$ cat config.mk
export PLATFORM = sky130hd
export DESIGN_NAME = als_auto_gain_moving_average_top
export DESIGN_NICKNAME = d
export VERILOG_FILES = /design/src/sv/als_ag_pkg.sv /design/src/sv/als_auto_gain_moving_average_top.sv
export SDC_FILE = /design/constraint.sdc
export NUM_CORES = 1
export LEC_CHECK = 0
export ABC_CLOCK_PERIOD_IN_PS = 9800
export BUFFER_PORTS_ARGS = -buffer_cell sky130_fd_sc_hd__buf_2
export CAP_MARGIN = 10
export CORE_MARGIN = 2
export CORE_UTILIZATION = 50
export CTS_CLUSTER_DIAMETER = 80
export DETAILED_ROUTE_END_ITERATION = 6
export PLACE_DENSITY = 0.69
export SLEW_MARGIN = 20
export SYNTH_ARGS = -nofsm -noshare
export SYNTH_HDL_FRONTEND = slang
export SYNTH_SLANG_ARGS = --single-unit
export TNS_END_PERCENT = 100
$ cat constraint.sdc
create_clock -name clock -period 9.8 [get_ports clock]
set_input_delay 0.49 -clock clock [delete_from_list [all_inputs] [get_ports clock]]
set_output_delay 0.49 -clock clock [all_outputs]
set_load 0.01 [all_outputs]
$ cat src/sv/als_ag_pkg.sv
package als_ag_pkg;

   // field widths
   localparam int unsigned COUNT_W = 16;
   localparam int unsigned VALUE_W = 23;
   localparam int unsigned LEVEL_W = 2;

   // threshold reset values
   localparam logic [COUNT_W-1:0] UPPER_THRESHOLD_RST = 16'd64000;
   localparam logic [COUNT_W-1:0] LOWER_THRESHOLD_RST = 16'd3000;

   // gain levels
   localparam logic [LEVEL_W-1:0] GAIN_X128 = 2'd0;
   localparam logic [LEVEL_W-1:0] GAIN_X16  = 2'd1;
   localparam logic [LEVEL_W-1:0] GAIN_X1   = 2'd2;

   // normalisation shifts for the lower gains
   localparam int unsigned SHIFT_X16 = 3;
   localparam int unsigned SHIFT_X1  = 7;

   // word kinds
   localparam logic KIND_SAMPLE  = 1'b0;
   localparam logic KIND_RESTART = 1'b1;

   // register indexes
   localparam logic CSR_UPPER_THRESHOLD = 1'b0;
   localparam logic CSR_LOWER_THRESHOLD = 1'b1;

endpackage

$ cat src/sv/als_auto_gain_moving_average_top.sv
// channel   direction  handshake               payload
// req       in         req_valid / req_ready   req_kind, req_data_ready, req_light_count,
//                                              req_clear_count
// rsp       out        rsp_valid / rsp_ready   rsp_filtered_value, rsp_gain_level,
//                                              rsp_gain_changed
// csr       in         csr_wr_en (no wait)     csr_index, csr_wr_data
//
// one word accepted per cycle unless the output stalls; ranging, filter state and the
// window sum update in the accept cycle; the averaging divide is a shift for a
// power-of-two WINDOW, else a reciprocal multiply over the two following stages
// the three stages move together: a stalled result holds the whole pipe
// synchronous reset; window entries are tracked by the fill count, no clearing pass
module als_auto_gain_moving_average_top
   import als_ag_pkg::*;
#(
   parameter int unsigned WINDOW = 8
) (
   input  logic                 clock,
   input  logic                 reset,

   input  logic                 req_valid,
   output logic                 req_ready,
   input  logic                 req_kind,
   input  logic                 req_data_ready,
   input  logic [COUNT_W-1:0]   req_light_count,
   input  logic [COUNT_W-1:0]   req_clear_count,

   output logic                 rsp_valid,
   input  logic                 rsp_ready,
   output logic [VALUE_W-1:0]   rsp_filtered_value,
   output logic [LEVEL_W-1:0]   rsp_gain_level,
   output logic                 rsp_gain_changed,

   input  logic                 csr_wr_en,
   input  logic                 csr_index,
   input  logic [COUNT_W-1:0]   csr_wr_data
);

   localparam int unsigned LOG_W  = $clog2(WINDOW);
   localparam int unsigned SLOT_W = LOG_W;
   localparam int unsigned CNT_W  = $clog2(WINDOW + 1);
   localparam int unsigned SUM_W  = VALUE_W + LOG_W;
   localparam bit          POW2   = ((WINDOW & (WINDOW - 1)) == 0);

   // configuration
   logic [COUNT_W-1:0] upper_ff, upper_in;
   logic [COUNT_W-1:0] lower_ff, lower_in;

   // ranging and filter state
   logic [LEVEL_W-1:0] level_ff, level_in;
   logic               first_ff, first_in;
   logic [VALUE_W-1:0] held_ff, held_in;
   logic [VALUE_W-1:0] window_ff [WINDOW];
   logic [SUM_W-1:0]   sum_ff, sum_in;
   logic [CNT_W-1:0]   fill_ff, fill_in;
   logic [SLOT_W-1:0]  slot_ff, slot_in;

   // stage 1: value, new sum and result fields
   logic               s1_valid_ff, s1_valid_in;
   logic               s1_avg_ff, s1_avg_in;
   logic [VALUE_W-1:0] s1_raw_ff, s1_raw_in;
   logic [SUM_W-1:0]   s1_sum_ff, s1_sum_in;
   logic [LEVEL_W-1:0] s1_level_ff, s1_level_in;
   logic               s1_changed_ff, s1_changed_in;

   // stage 2: quotient in progress
   logic               s2_valid_ff;
   logic               s2_avg_ff;
   logic [VALUE_W-1:0] s2_raw_ff;
   logic [LEVEL_W-1:0] s2_level_ff;
   logic               s2_changed_ff;
   logic [VALUE_W-1:0] s2_avg_value;

   // output register
   logic               rsp_valid_ff, rsp_valid_in;
   logic [VALUE_W-1:0] rsp_value_ff, rsp_value_in;
   logic [LEVEL_W-1:0] rsp_level_ff;
   logic               rsp_changed_ff;

   logic               advance;
   logic               accept;
   logic               take_sample;
   logic               take_restart;
   logic               above;
   logic               below;
   logic               changed;
   logic               full;
   logic               store_we;
   logic [VALUE_W-1:0] value;
   logic [VALUE_W-1:0] norm;
   logic [VALUE_W-1:0] oldest;

   // whole pipe moves when the output register is free or being drained
   assign advance      = !rsp_valid_ff || rsp_ready;
   assign req_ready    = advance;
   assign accept       = req_valid && req_ready;
   assign take_sample  = accept && (req_kind == KIND_SAMPLE) && req_data_ready;
   assign take_restart = accept && (req_kind == KIND_RESTART);

   // either channel over the upper threshold, or both under the lower one
   assign above = (req_light_count > upper_ff) || (req_clear_count > upper_ff);
   assign below = (req_light_count < lower_ff) && (req_clear_count < lower_ff);

   assign full   = (fill_ff == CNT_W'(WINDOW));
   assign oldest = window_ff[slot_ff];

   // light scaled by 128/gain at the current level
   always_comb begin
      unique case (level_ff)
         GAIN_X128: norm = VALUE_W'(req_light_count);
         GAIN_X16:  norm = VALUE_W'(req_light_count) << SHIFT_X16;
         GAIN_X1:   norm = VALUE_W'(req_light_count) << SHIFT_X1;
         default:   norm = VALUE_W'(req_light_count) << SHIFT_X1;
      endcase
   end

   // configuration writes
   always_comb begin
      upper_in = upper_ff;
      lower_in = lower_ff;
      if (csr_wr_en) begin
         unique case (csr_index)
            CSR_UPPER_THRESHOLD: upper_in = csr_wr_data;
            CSR_LOWER_THRESHOLD: lower_in = csr_wr_data;
            default:             upper_in = upper_ff;
         endcase
      end
   end

   // ranging and filter update for the accepted word
   always_comb begin
      level_in      = level_ff;
      first_in      = first_ff;
      held_in       = held_ff;
      sum_in        = sum_ff;
      fill_in       = fill_ff;
      slot_in       = slot_ff;
      changed       = 1'b0;
      store_we      = 1'b0;
      value         = norm;
      s1_valid_in   = 1'b0;
      s1_avg_in     = full;
      s1_level_in   = level_ff;

      if (take_restart) begin
         first_in = 1'b1;
         sum_in   = '0;
         fill_in  = '0;
         slot_in  = '0;
      end else if (take_sample) begin
         if (first_ff) begin
            first_in = 1'b0;
         end else if (above && (level_ff != GAIN_X1)) begin
            level_in = level_ff + LEVEL_W'(1);
            changed  = 1'b1;
         end else if (below && (level_ff != GAIN_X128)) begin
            level_in = level_ff - LEVEL_W'(1);
            changed  = 1'b1;
         end
         // on a gain step the last value stands in for this one
         value   = changed ? held_ff : norm;
         held_in = value;

         store_we = 1'b1;
         if (full) begin
            sum_in = sum_ff - SUM_W'(oldest) + SUM_W'(value);
         end else begin
            sum_in  = sum_ff + SUM_W'(value);
            fill_in = fill_ff + CNT_W'(1);
         end
         slot_in = (slot_ff == SLOT_W'(WINDOW - 1)) ? '0 : slot_ff + SLOT_W'(1);

         s1_valid_in = 1'b1;
         s1_level_in = level_in;
      end
   end

   assign s1_raw_in     = value;
   assign s1_sum_in     = sum_in;
   assign s1_changed_in = changed;

   always_ff @(posedge clock) begin
      if (reset) begin
         upper_ff <= UPPER_THRESHOLD_RST;
         lower_ff <= LOWER_THRESHOLD_RST;
         level_ff <= GAIN_X128;
         first_ff <= 1'b1;
         held_ff  <= '0;
         sum_ff   <= '0;
         fill_ff  <= '0;
         slot_ff  <= '0;
      end else begin
         upper_ff <= upper_in;
         lower_ff <= lower_in;
         level_ff <= level_in;
         first_ff <= first_in;
         held_ff  <= held_in;
         sum_ff   <= sum_in;
         fill_ff  <= fill_in;
         slot_ff  <= slot_in;
      end
   end

   // window entries, valid up to the fill count
   always_ff @(posedge clock) begin
      if (store_we) begin
         window_ff[slot_ff] <= value;
      end
   end

   // stage 1 and stage 2 registers
   always_ff @(posedge clock) begin
      if (reset) begin
         s1_valid_ff <= 1'b0;
         s2_valid_ff <= 1'b0;
      end else if (advance) begin
         s1_valid_ff <= s1_valid_in;
         s2_valid_ff <= s1_valid_ff;
      end
   end

   always_ff @(posedge clock) begin
      if (advance) begin
         s1_avg_ff     <= s1_avg_in;
         s1_raw_ff     <= s1_raw_in;
         s1_sum_ff     <= s1_sum_in;
         s1_level_ff   <= s1_level_in;
         s1_changed_ff <= s1_changed_in;
         s2_avg_ff     <= s1_avg_ff;
         s2_raw_ff     <= s1_raw_ff;
         s2_level_ff   <= s1_level_ff;
         s2_changed_ff <= s1_changed_ff;
      end
   end

   // sum / WINDOW, truncated
   generate
      if (POW2) begin : g_shift
         logic [SUM_W-1:0] sum2_ff;

         always_ff @(posedge clock) begin
            if (advance) begin
               sum2_ff <= s1_sum_ff;
            end
         end

         assign s2_avg_value = VALUE_W'(sum2_ff >> LOG_W);
      end else begin : g_recip
         // floor(s * M / 2^K) equals floor(s / WINDOW) for every sum in range
         localparam int unsigned K      = SUM_W + LOG_W;
         localparam int unsigned M_W    = SUM_W + 1;
         localparam logic [63:0] M_FULL = ((64'd1 << K) + 64'(WINDOW) - 64'd1) / 64'(WINDOW);
         localparam logic [M_W-1:0] M   = M_FULL[M_W-1:0];
         localparam int unsigned LO_W   = SUM_W / 2;
         localparam int unsigned HI_W   = SUM_W - LO_W;
         localparam int unsigned PROD_W = SUM_W + M_W;

         logic [LO_W+M_W-1:0] pp_lo_ff;
         logic [HI_W+M_W-1:0] pp_hi_ff;
         logic [PROD_W-1:0]   prod;

         // partial products on the two halves of the sum
         always_ff @(posedge clock) begin
            if (advance) begin
               pp_lo_ff <= (LO_W+M_W)'(s1_sum_ff[LO_W-1:0]) * (LO_W+M_W)'(M);
               pp_hi_ff <= (HI_W+M_W)'(s1_sum_ff[SUM_W-1:LO_W]) * (HI_W+M_W)'(M);
            end
         end

         assign prod         = (PROD_W'(pp_hi_ff) << LO_W) + PROD_W'(pp_lo_ff);
         assign s2_avg_value = prod[K+VALUE_W-1:K];
      end
   endgenerate

   // output register
   assign rsp_valid_in = advance ? s2_valid_ff : rsp_valid_ff;
   assign rsp_value_in = s2_avg_ff ? s2_avg_value : s2_raw_ff;

   always_ff @(posedge clock) begin
      if (reset) begin
         rsp_valid_ff <= 1'b0;
      end else begin
         rsp_valid_ff <= rsp_valid_in;
      end
   end

   always_ff @(posedge clock) begin
      if (advance) begin
         rsp_value_ff   <= rsp_value_in;
         rsp_level_ff   <= s2_level_ff;
         rsp_changed_ff <= s2_changed_ff;
      end
   end

   assign rsp_valid          = rsp_valid_ff;
   assign rsp_filtered_value = rsp_value_ff;
   assign rsp_gain_level     = rsp_level_ff;
   assign rsp_gain_changed   = rsp_changed_ff;

endmodule
Word-level counts from Yosys, hierarchy flattened
Memory sizes are Yosys's and may differ from the RTL's. A register that Yosys moved wholly into a read port is not among the register bits. Cells that the tools add are included. Widths: inputs -> output; s select.

Bits in registers: 226. Bits in latches: 0. Memory bits (writable): 184. ROM bits: 0. Bits of input ports: 56. Output and inout port bits: 28. Logic and storage cells: 88. Memories: 1.

Add/subtract/negate cells: 7. Multipliers: 0. Divide/modulo/power cells: 0. $lt $le $gt $ge: 4. Equal/unequal tests: 4. Shifts and indexed selects: 0. Mux-type cells: 25. Bitwise operators: 5. Reductions and logical operators: 18.

Memory list: window_ff (words 8, bits a word 23, read ports 1, clocked after memory_dff 1, wr ports 1, line als_auto_gain_moving_average_top.sv:53) `logic [VALUE_W-1:0] window_ff [WINDOW];`.

Operators with widths (number): $mux 23 (4); $mux 26 (3); $add 26x23->26 (2); $pmux 23 s2 (1); $gt 16x16->1 (2); $lt 16x16->1 (2); $sub 26x23->26 (1); $mux 2 (5); $mux 1 (9); $mux 3 (3); $reduce_and 2->1 (4); $logic_and 1x1->1 (7); $not 1->1 (5); $add 4x1->4 const B (1); $eq 4x4->1 const B (1); $reduce_or 2->1 (2); $add 3x1->3 const B (1); $eq 3x3->1 const B (1); $add 2x1->2 const B (1); $eq 2x1->1 const B (1); $logic_not 2->1 (1); $logic_or 1x1->1 (2); $ne 2x2->1 const B (1); $reduce_bool 2->1 (1); other kinds (2) (2).

Longest topological paths before layout
Gate-level depths: netlist of the first run.

Word-level depth: 13. Gate-level depth with buffers: 25.

Least setup slack after synthesis of the first run
Ideal clock, no wire load.

Path type: input to register. Start point: input port rsp_ready. End point: memory window_ff[4][0], enable pin. Arrival: 8034 ps. Data required time: 9330 ps. Slack: 1296 ps. Stages on the path: 6. Path buffers: 3. Path through: nand2b_1 clkbuf_1 nand4b_1 clkbuf_1 clkbuf_1 nor4b_1.

Word-level cells in the longest chain between the ends: 8.

Ends and longest elaborated chain: from (decl) (line als_auto_gain_moving_average_top.sv:29) `input logic rsp_ready,`; $logic_or 1x1->1 (*) (line als_auto_gain_moving_average_top.sv:94) `assign advance = !rsp_valid_ff || rsp_ready;`; named net req_ready (line als_auto_gain_moving_average_top.sv:22) `output logic req_ready,`; $logic_and 1x1->1 (*) (line als_auto_gain_moving_average_top.sv:96) `assign accept = req_valid && req_ready;`; $logic_and 1x1->1 (2 in a row) (line als_auto_gain_moving_average_top.sv:97) `assign take_sample = accept && (req_kind == KIND_SAMPLE) && req_data_ready;`; $mux 1 (line als_auto_gain_moving_average_top.sv:150) `end else if (take_sample) begin`; $mux 1 (*) (line als_auto_gain_moving_average_top.sv:145) `if (take_restart) begin`; $mux 1 (*) (line als_auto_gain_moving_average_top.sv:206) `if (store_we) begin`; $mux 1 (not written as such) (*) (line als_auto_gain_moving_average_top.sv:207) `window_ff[slot_ff] <= value;`; to (decl) (line als_auto_gain_moving_average_top.sv:53).

The timed path passes the listed nets; every way through them passes the cells marked *.

Worst setup path in the final report of the first run
Start point: register level_ff[0]. End point: register s1_sum_ff[24], data pin.

Word-level cells in the longest chain between the ends: 12.

Ends and longest elaborated chain: from (decl) (line als_auto_gain_moving_average_top.sv:50) `logic [LEVEL_W-1:0] level_ff, level_in;`; from (signal assigned) (line als_auto_gain_moving_average_top.sv:195) `level_ff <= level_in;`; $reduce_bool 2->1 (line als_auto_gain_moving_average_top.sv:156) `end else if (below && (level_ff != GAIN_X128)) begin`; $logic_and 1x1->1 (line als_auto_gain_moving_average_top.sv:156); $mux 1 (line als_auto_gain_moving_average_top.sv:156); $mux 1 (line als_auto_gain_moving_average_top.sv:153) `end else if (above && (level_ff != GAIN_X1)) begin`; $mux 1 (line als_auto_gain_moving_average_top.sv:151) `if (first_ff) begin`; $mux 1 (line als_auto_gain_moving_average_top.sv:150); $mux 1 (line als_auto_gain_moving_average_top.sv:145); $mux 23 (*) (line als_auto_gain_moving_average_top.sv:161) `value = changed ? held_ff : norm;`; $add 26x23->26 (on tied branches) (line als_auto_gain_moving_average_top.sv:168, als_auto_gain_moving_average_top.sv:166); $mux 26 (*) (line als_auto_gain_moving_average_top.sv:165) `if (full) begin`; $mux 26 (*) (line als_auto_gain_moving_average_top.sv:150); $mux 26 (*) (line als_auto_gain_moving_average_top.sv:145); named net s1_sum_in[24] (line als_auto_gain_moving_average_top.sv:62) `logic [SUM_W-1:0] s1_sum_ff, s1_sum_in;`; to (signal assigned) (line als_auto_gain_moving_average_top.sv:226) `s1_sum_ff <= s1_sum_in;`; to (decl) (line als_auto_gain_moving_average_top.sv:62).

The timed path passes the listed nets; every way through them passes the cells marked *. The select of a mux whose other input is x is not followed. A chain may end at the register's enable or synchronous reset.

==> flow_summary_export.csv, run 1 <==
group,metric,value,unit
status,status,"completed",
placement,portBuffers,83,
timing,max_slew_margin,0.2849,
cts,clk_pin_slew,0.07,ns
cts,numCtsBuffers,44,
floorplan,rows,74,
cts,cts.path.max_buffers,3,
floorplan,fp.dieH,208.1,um
cts,post_cts_resize_count,0,
drt,dr.pass1.iters,5,
timing,finalSetupTns,0,ns
power_and_ir_drop,p_leak,0.009205,uW
timing,rsz0062_at_grt,"false",
cts,insertion_delay,0.59,ns
critical_path,r2r-end,"s1_sum_ff[24]",
synthesis,avgSynthCellArea,12.41,um2
cts,ctsHoldBuffers,0,
power_and_ir_drop,clockPowerShare,0.413,
floorplan,start_util,0.5079,
synthesis,ys_ff_latch,407,
timing,tightest_slew,1.073,ns
power_and_ir_drop,p_per_area,176.2,nW/um2
cts,root_buffer,"clkbuf_16",
synthesis,synth.top_cell.area_share,0.4468,
synthesis,ys_seq_area_frac,0.5401,
cts,cts_tree,"yes",
grt,grt_pass1_wl,78940,um
synthesis,yosysTopAreaCell,"edfxtp_1",
power_and_ir_drop,p_seq_frac,0.472,
critical_path,critical_path.max_fanout,62,
placement,dpl_cell_area,21920,um2
cells_and_area,layout_common_cells,"edfxtp_1 (310), nand2_1 (144), inv_1 (138), ha_1 (119), dfxtp_1 (95)",
power_and_ir_drop,combPwrFrac,0.115,
critical_path,critPathRequiredTime,10.13,ns
drt,drt-vias-per-instance,5.932,
synthesis,netlist_instances,1679,
power_and_ir_drop,switching_share,0.2494,
timing,fin_skew,0.02736,ns
drt,drc,0,
synthesis,syn_area,20830,um2
grt,grt_use_total,0.2382,
cells_and_area,final_area,23420,um2
cells_and_area,antenna_cells,0,
timing,setup_viol_count_final,0,
cells_and_area,area_growth,12.41,%
critical_path,cp.arrival,6.68,ns
synthesis,syn_nets,1878,
placement,place_congestion,0.9437,
floorplan,die_w,208.1,um
cts,cts_max_level,2,
min_path,min-delay-start,"csr_wr_data[4]",
critical_path,max_stage_delay,0.70,ns
critical_path,reg2reg_depth,20,
min_path,whs_path_depth,3,
cells_and_area,final_common_cell,"edfxtp_1",
power_and_ir_drop,p_int,3097,uW
timing,timing.final.hold_violations,0,
cells_and_area,drive_gt1_frac,0.1875,
cts,post_cts_buffers,0,
timing,fin_crit_sh,0.6489,
cells_and_area,final_nets,1966,
critical_path,rrSetupSlack,3.44,ns
floorplan,die-area,43310,um2
drt,wire_per_inst,21.77,um
timing,max_freq,157.2,MHz
grt,grt_max_degree,63,
critical_path,crit_path_top_delay_cell,"buf_4",
synthesis,yosys_warnings,0,
power_and_ir_drop,power.switching,1029,uW
timing,period_minus_slack,6.359,ns
critical_path,cp-start-kind,"flip-flop",
critical_path,critPathBufInv,3,
critical_path,critical_path.top_delay_family,"simple AND/OR/NAND/NOR gates",
cts,cts_sinks,407,
critical_path,crit_cells,20,
synthesis,synth_flop_cell,"edfxtp_1",
drt,drt-initial-drc-count,959,
floorplan,ios,84,
timing,slew_violations,0,
critical_path,r2r_start,"level_ff[0]",
drt,ant_nets,0,
min_path,hp-class,"primary input to flip-flop",
floorplan,core,41020,um2
synthesis,synth_area_leaders,"edfxtp_1 (45%), dfxtp_1 (9.3%), ha_1 (7.1%)",
synthesis,synth-edff-count,310,
synthesis,synth.distinct_cells,75,
critical_path,crit_path_end,"s1_sum_ff[24]",
drt,wirelength,50840,um
drt,vias,13850,
synthesis,async_flop_share,0,
critical_path,crit_path_end_kind,"flip-flop",
placement,dp_hpwl,34980,um
critical_path,critical_path.startpoint,"level_ff[0]",
grt,first_global_vias,13940,
grt,grt_antenna_before_repair,0,
grt,grt_overflow,0,
power_and_ir_drop,ir_drop,0.1441,mV
run,cap_violations,0,
critical_path,crit_type,"flip-flop to flip-flop",
critical_path,worstPathCellList,"inv_1 > ha_1 > nor3_1 > and3_1 > o311ai_2 > or2_1 > a21oi_4 > buf_4 > mux2i_1 > fa_1 > inv_1 > ha_1 > nor2b_1 > o2111ai_1 > nand3_1 > and3b_1 > o21a_1 > a221oi_1 > mux2i_1 > nand3_1",
kinds of logic (layout without fill, tap and decap cells):
| group | Yosys count | after routing | share of synthesized area |
|---|---|---|---|
| simple gates | 373 | 373 | 0.08619 |
| buf+inv | 211 | 335 | 0.03922 |
| fa+ha+maj | 143 | 143 | 0.09453 |
| flops | 407 | 407 | 0.5401 |
| compound gates | 339 | 339 | 0.1102 |
| xor+xnor | 34 | 34 | 0.01429 |
| mux | 172 | 172 | 0.1155 |
power by group through the flow:
stage | Combinational (uW) | Sequential (uW) | Clock (uW)
after global placement | 457 | 1980 | 0
after detailed placement | 465 | 1990 | 0
after CTS | 469 | 1950 | 1740
final | 473 | 1950 | 1700
after global routing | 525 | 1960 | 1800
after floorplan | 326 | 1980 | 0
cell usage after synthesis, types with 4 or more instances:
master    instances
ha_1            119
inv_1           138
buf_1            11
a22oi_1          13
nor3_1           15
buf_2             5
nor2_1           65
mux2_2           82
nor2b_1          11
o311a_1          16
a21boi_0          4
or3_1            14
a22o_1            6
a21o_1           33
nand2b_1         14
o21bai_1          5
o21ai_0          57
mux4_2           46
a21oi_1          88
and3_1           16
mux2_1            5
xor2_1           14
nand2_1         144
a311oi_1          5
nand3b_1          4
xnor2_1          20
a211oi_1         16
mux2i_1          39
nand3_1          27
o21a_1            9
o211ai_1         35
nand4_1          17
and2_1           22
clkbuf_1         52
nor4_1            8
edfxtp_1        310
dfxtp_1          97
fa_1             24
a31oi_1          12
metal layers:
| layer | track usage | part of all wire | up-vias | wire length, um |
|---|---|---|---|---|
| li1 | - | - | 6464 | - |
| met1 | 0.3213 | 0.43 | 6832 | 21970 |
| met2 | 0.3902 | 0.47 | 464 | 24050 |
| met3 | 0.04242 | 0.066 | 92 | 3345 |
| met4 | 0.08286 | 0.029 | 0 | 1473 |
| met5 | 0 | 0 | - | 0 |
state kept, by name, summed over array words and instances, names as in the netlist, 2 cells and up, named ones only:
signal / count
window_ff: 184
sum_ff: 26
g_shift.sum2_ff: 23
held_ff: 23
rsp_filtered_value: 23
s1_raw_ff: 23
s1_sum_ff: 23
s2_raw_ff: 23
lower_ff: 16
upper_ff: 16
fill_ff: 4
slot_ff: 3
level_ff: 2
rsp_gain_level: 2
s1_level_ff: 2
s2_level_ff: 2
through the flow:
step	instances	hold slack [ns]	util	total power [uW]	setup WS, ns
after floorplan	1679	0.4003	-	2305	1.296
after global placement	2253	0.4003	0.5343	2441	3.473
after detailed placement	2253	0.4045	0.5343	2451	3.296
after CTS	2335	0.1239	0.5708	4154	3.494
after global routing	2335	0.1442	0.5709	4284	2.989
final	2335	0.1425	0.5709	4126	3.441
worst min path at each step:
stage / to / slack [ns]
6_report: lower_ff[4] / 0.14
3_3_place_gp: s2_avg_ff / 0.40
5_1_grt: upper_ff[3] / 0.14
3_5_place_dp: g_shift.sum2_ff[10] / 0.40
4_1_cts: upper_ff[4] / 0.12
2_1_floorplan: g_shift.sum2_ff[10] / 0.40
final cells by class:
class / count / area [um2]
Clock buffer: 50 / 1145
Multi-Input combinational cell: 1061 / 8833
Fill cell: 3397 / 17600
Tap cell: 532 / 665.6
Clock inverter: 32 / 350.3
Inverter: 139 / 521.8
Sequential cell: 407 / 11250
Timing Repair Buffer: 114 / 648.1
worst min-delay path, stage by stage:
cell and delay (ns):
buf_2 0.09, nand2_1 0.04, o211ai_1 0.08
(Power assumes the default switching activity.)
==> inputs of run 2 (changes only) <==
- ABC_CLOCK_PERIOD_IN_PS: 9800 -> 5130
- PLACE_DENSITY: 0.69 -> 0.71
- clock period: 9.8 -> 5.13 ns (I/O delays scaled with it)
==> run 2 against run 1 <==
Net effect: the run now ends with negative setup slack left; power is 97% higher; clock-buffer cell count is 13 higher; final area is 8.8% higher; combinational power grew to 2.6 times the previous value; first-iteration DRC count is 15% higher; clock skew is 0.0081 ns lower; sequential cell count stayed put; clock power is 87% higher; die area stayed put; largest cell class unchanged; register-to-register slack worse by 3.5 ns; non-clock buffer count is 181 higher.
==> flow_summary_export.csv, run 2 (synthesis gave the netlist of run 1 again) <==
group,metric,value,unit
status,status,"finished with violations",
status,violations,"negative setup slack",
cts,cts_sinks,407,
cells_and_area,antenna_cells,0,
grt,first_global_vias,14830,
placement,dp_hpwl,37560,um
critical_path,crit_top_cell,"buf_6",
floorplan,die-area,43310,um2
drt,vias,14650,
drt,drt-initial-drc-count,1102,
min_path,hp-class,"primary input to flip-flop",
grt,grt_max_degree,81,
critical_path,critical_path.startpoint,"upper_ff[1]",
critical_path,crit_path_end,"s1_sum_ff[24]",
placement,portBuffers,83,
timing,max_slew_margin,0.3038,
cts,cts_tree,"yes",
critical_path,r2r-end,"s1_sum_ff[24]",
cells_and_area,largest_register,"window_ff",
cts,insertion_delay,0.59,ns
critical_path,crit_path_top_delay_cell,"fa_1",
floorplan,ios,84,
critical_path,critical_path.top_delay_family,"compound AO/OA/AOI/OAI gates",
run,cap_violations,0,
cells_and_area,final_nets,2148,
critical_path,critPathBufInv,5,
timing,slew_violations,0,
floorplan,die_w,208.1,um
floorplan,core,41020,um2
critical_path,crit_type,"flip-flop to flip-flop",
timing,max_freq,192.1,MHz
drt,dr.pass1.iters,5,
cts,cts.path.max_buffers,3,
cts,cts_max_level,2,
timing,setup_viol_count_final,4,
critical_path,cp-start-kind,"flip-flop",
power_and_ir_drop,ir_drop,0.2341,mV
cells_and_area,final_common_cell,"edfxtp_1",
floorplan,fp.dieH,208.1,um
timing,timing.final.hold_violations,0,
timing,rsz0062_at_grt,"true",
cells_and_area,area_growth,22.34,%
cts,clk_pin_slew,0.06,ns
power_and_ir_drop,p_leak,0.01018,uW
drt,ant_nets,0,
critical_path,max_stage_delay,0.52,ns
cells_and_area,reg.largest.list,"window_ff (184), sum_ff (26)",
critical_path,crit_path_end_kind,"flip-flop",
floorplan,rows,74,
timing,tightest_slew,1.040,ns
grt,grt_overflow,0,
drt,wire_per_inst,21.37,um
critical_path,rrSetupSlack,-0.08,ns
cts,root_buffer,"clkbuf_16",
critical_path,reg2reg_depth,24,
critical_path,worstPathCellList,"inv_2 > ha_4 > nor2b_1 > o21a_1 > o21ai_2 > a211oi_2 > or3_4 > a32oi_2 > buf_6 > a21oi_4 > buf_6 > buf_6 > mux2i_2 > fa_1 > inv_1 > ha_4 > a21o_1 > nand3_2 > nand2_2 > a221o_1 > o21a_4 > a221oi_2 > mux2i_1 > nand3_1",
grt,grt_use_total,0.2472,
cells_and_area,layout_common_cells,"edfxtp_1 (310), buf_4 (183), nand2_1 (143), inv_1 (132), ha_1 (103)",
timing,period_minus_slack,5.207,ns
critical_path,critical_path.max_fanout,5,
grt,grt_antenna_before_repair,1,
critical_path,r2r_start,"upper_ff[1]",
floorplan,start_util,0.5079,
cells_and_area,drive_gt1_frac,0.2979,
cells_and_area,largest_reg_flops,184,
power_and_ir_drop,p_per_area,318.2,nW/um2
timing,postLayoutSetupSlackWorst,-0.07667,ns
grt,grt_pass1_wl,83120,um
critical_path,critPathRequiredTime,5.45,ns
critical_path,cp.arrival,5.53,ns
power_and_ir_drop,finalPower,8109,uW
cts,numCtsBuffers,44,
drt,drc,0,
drt,drt-vias-per-instance,5.824,
placement,place_congestion,0.9103,
drt,wirelength,53780,um
cells_and_area,final_util,0.6213,
timing,fin_skew,0.01927,ns
timing,fin_crit_sh,1.015,
critical_path,crit_cells,24,
==> run 2: routing by layer <==
layer | track usage | up-vias | share of wire
met4 | 0.06326 | 0 | 0.024
met3 | 0.04000 | 95 | 0.061
li1 | - | 6831 | -
met5 | 0 | - | 0
met2 | 0.4096 | 485 | 0.47
met1 | 0.3413 | 7243 | 0.44
==> run 2: layout make-up <==
cell class                      count  area (um2)
Sequential cell                   407       11260
Clock buffer                       63        1252
Timing Repair Buffer              295        2130
Clock inverter                     18       200.2
Inverter                          139       524.3
Fill cell                        3144       15530
Tap cell                          532       665.6
Multi-Input combinational cell   1062        9454
==> run 2: worst min-delay path by stage <==
stage             startpoint                  end  slack, ns  cells past startpoint
2_1_floorplan      req_valid            sum_ff[5]       0.37                      1
3_3_place_gp   s1_raw_ff[18]        s2_raw_ff[18]       0.40                      0
3_5_place_dp   s1_sum_ff[11]  g_shift.sum2_ff[11]       0.40                      0
4_1_cts            csr_index         upper_ff[10]        0.1                      4
5_1_grt            csr_index         upper_ff[10]       0.15                      4
6_report           csr_index         upper_ff[10]       0.11                      4
==> run 2: what timing repair did <==
action                                  4_1_cts  5_1_grt
endpoints found under the setup margin       31       39
hold buffers                                 19        0
endpoints found under the hold margin        33        0
resized for setup                            66       62
pin swaps                                    25       19
cloned                                        1        0
setup buffers                                 6        4
==> run 2: worst register-to-register path, cell delays in order, from the launching register on <==
cell	delay [ns]
dfxtp_2	0.32
inv_2	0.09
ha_4	0.21
nor2b_1	0.13
o21a_1	0.18
o21ai_2	0.19
a211oi_2	0.09
or3_4	0.38
a32oi_2	0.21
buf_6	0.16
a21oi_4	0.10
buf_6	0.20
buf_6	0.13
mux2i_2	0.16
fa_1	0.52
inv_1	0.07
ha_4	0.16
a21o_1	0.21
nand3_2	0.11
nand2_2	0.07
a221o_1	0.36
o21a_4	0.25
a221oi_2	0.27
mux2i_1	0.27
nand3_1	0.10
==> run 2: per-stage QoR <==
stage | cells | setup WS, ns | TNS [ns] | area [um2] | hold slack (ns)
3_3_place_gp | 2406 | -0.3318 | -3.181 | 23130 | 0.4003
2_1_floorplan | 1679 | 0.01184 | 0 | 20870 | 0.3703
6_report | 2516 | -0.07667 | -0.1931 | 25490 | 0.1083
3_5_place_dp | 2406 | -0.4776 | -7.044 | 23140 | 0.4045
4_1_cts | 2512 | -0.1154 | -0.5363 | 25150 | 0.09577
5_1_grt | 2516 | -0.2735 | -3.010 | 25490 | 0.1498
==> run 2: report_power, final <==
group	switching [uW]	internal, uW
registers	57.1	3670
clock network	1310	1860
logic	661	547
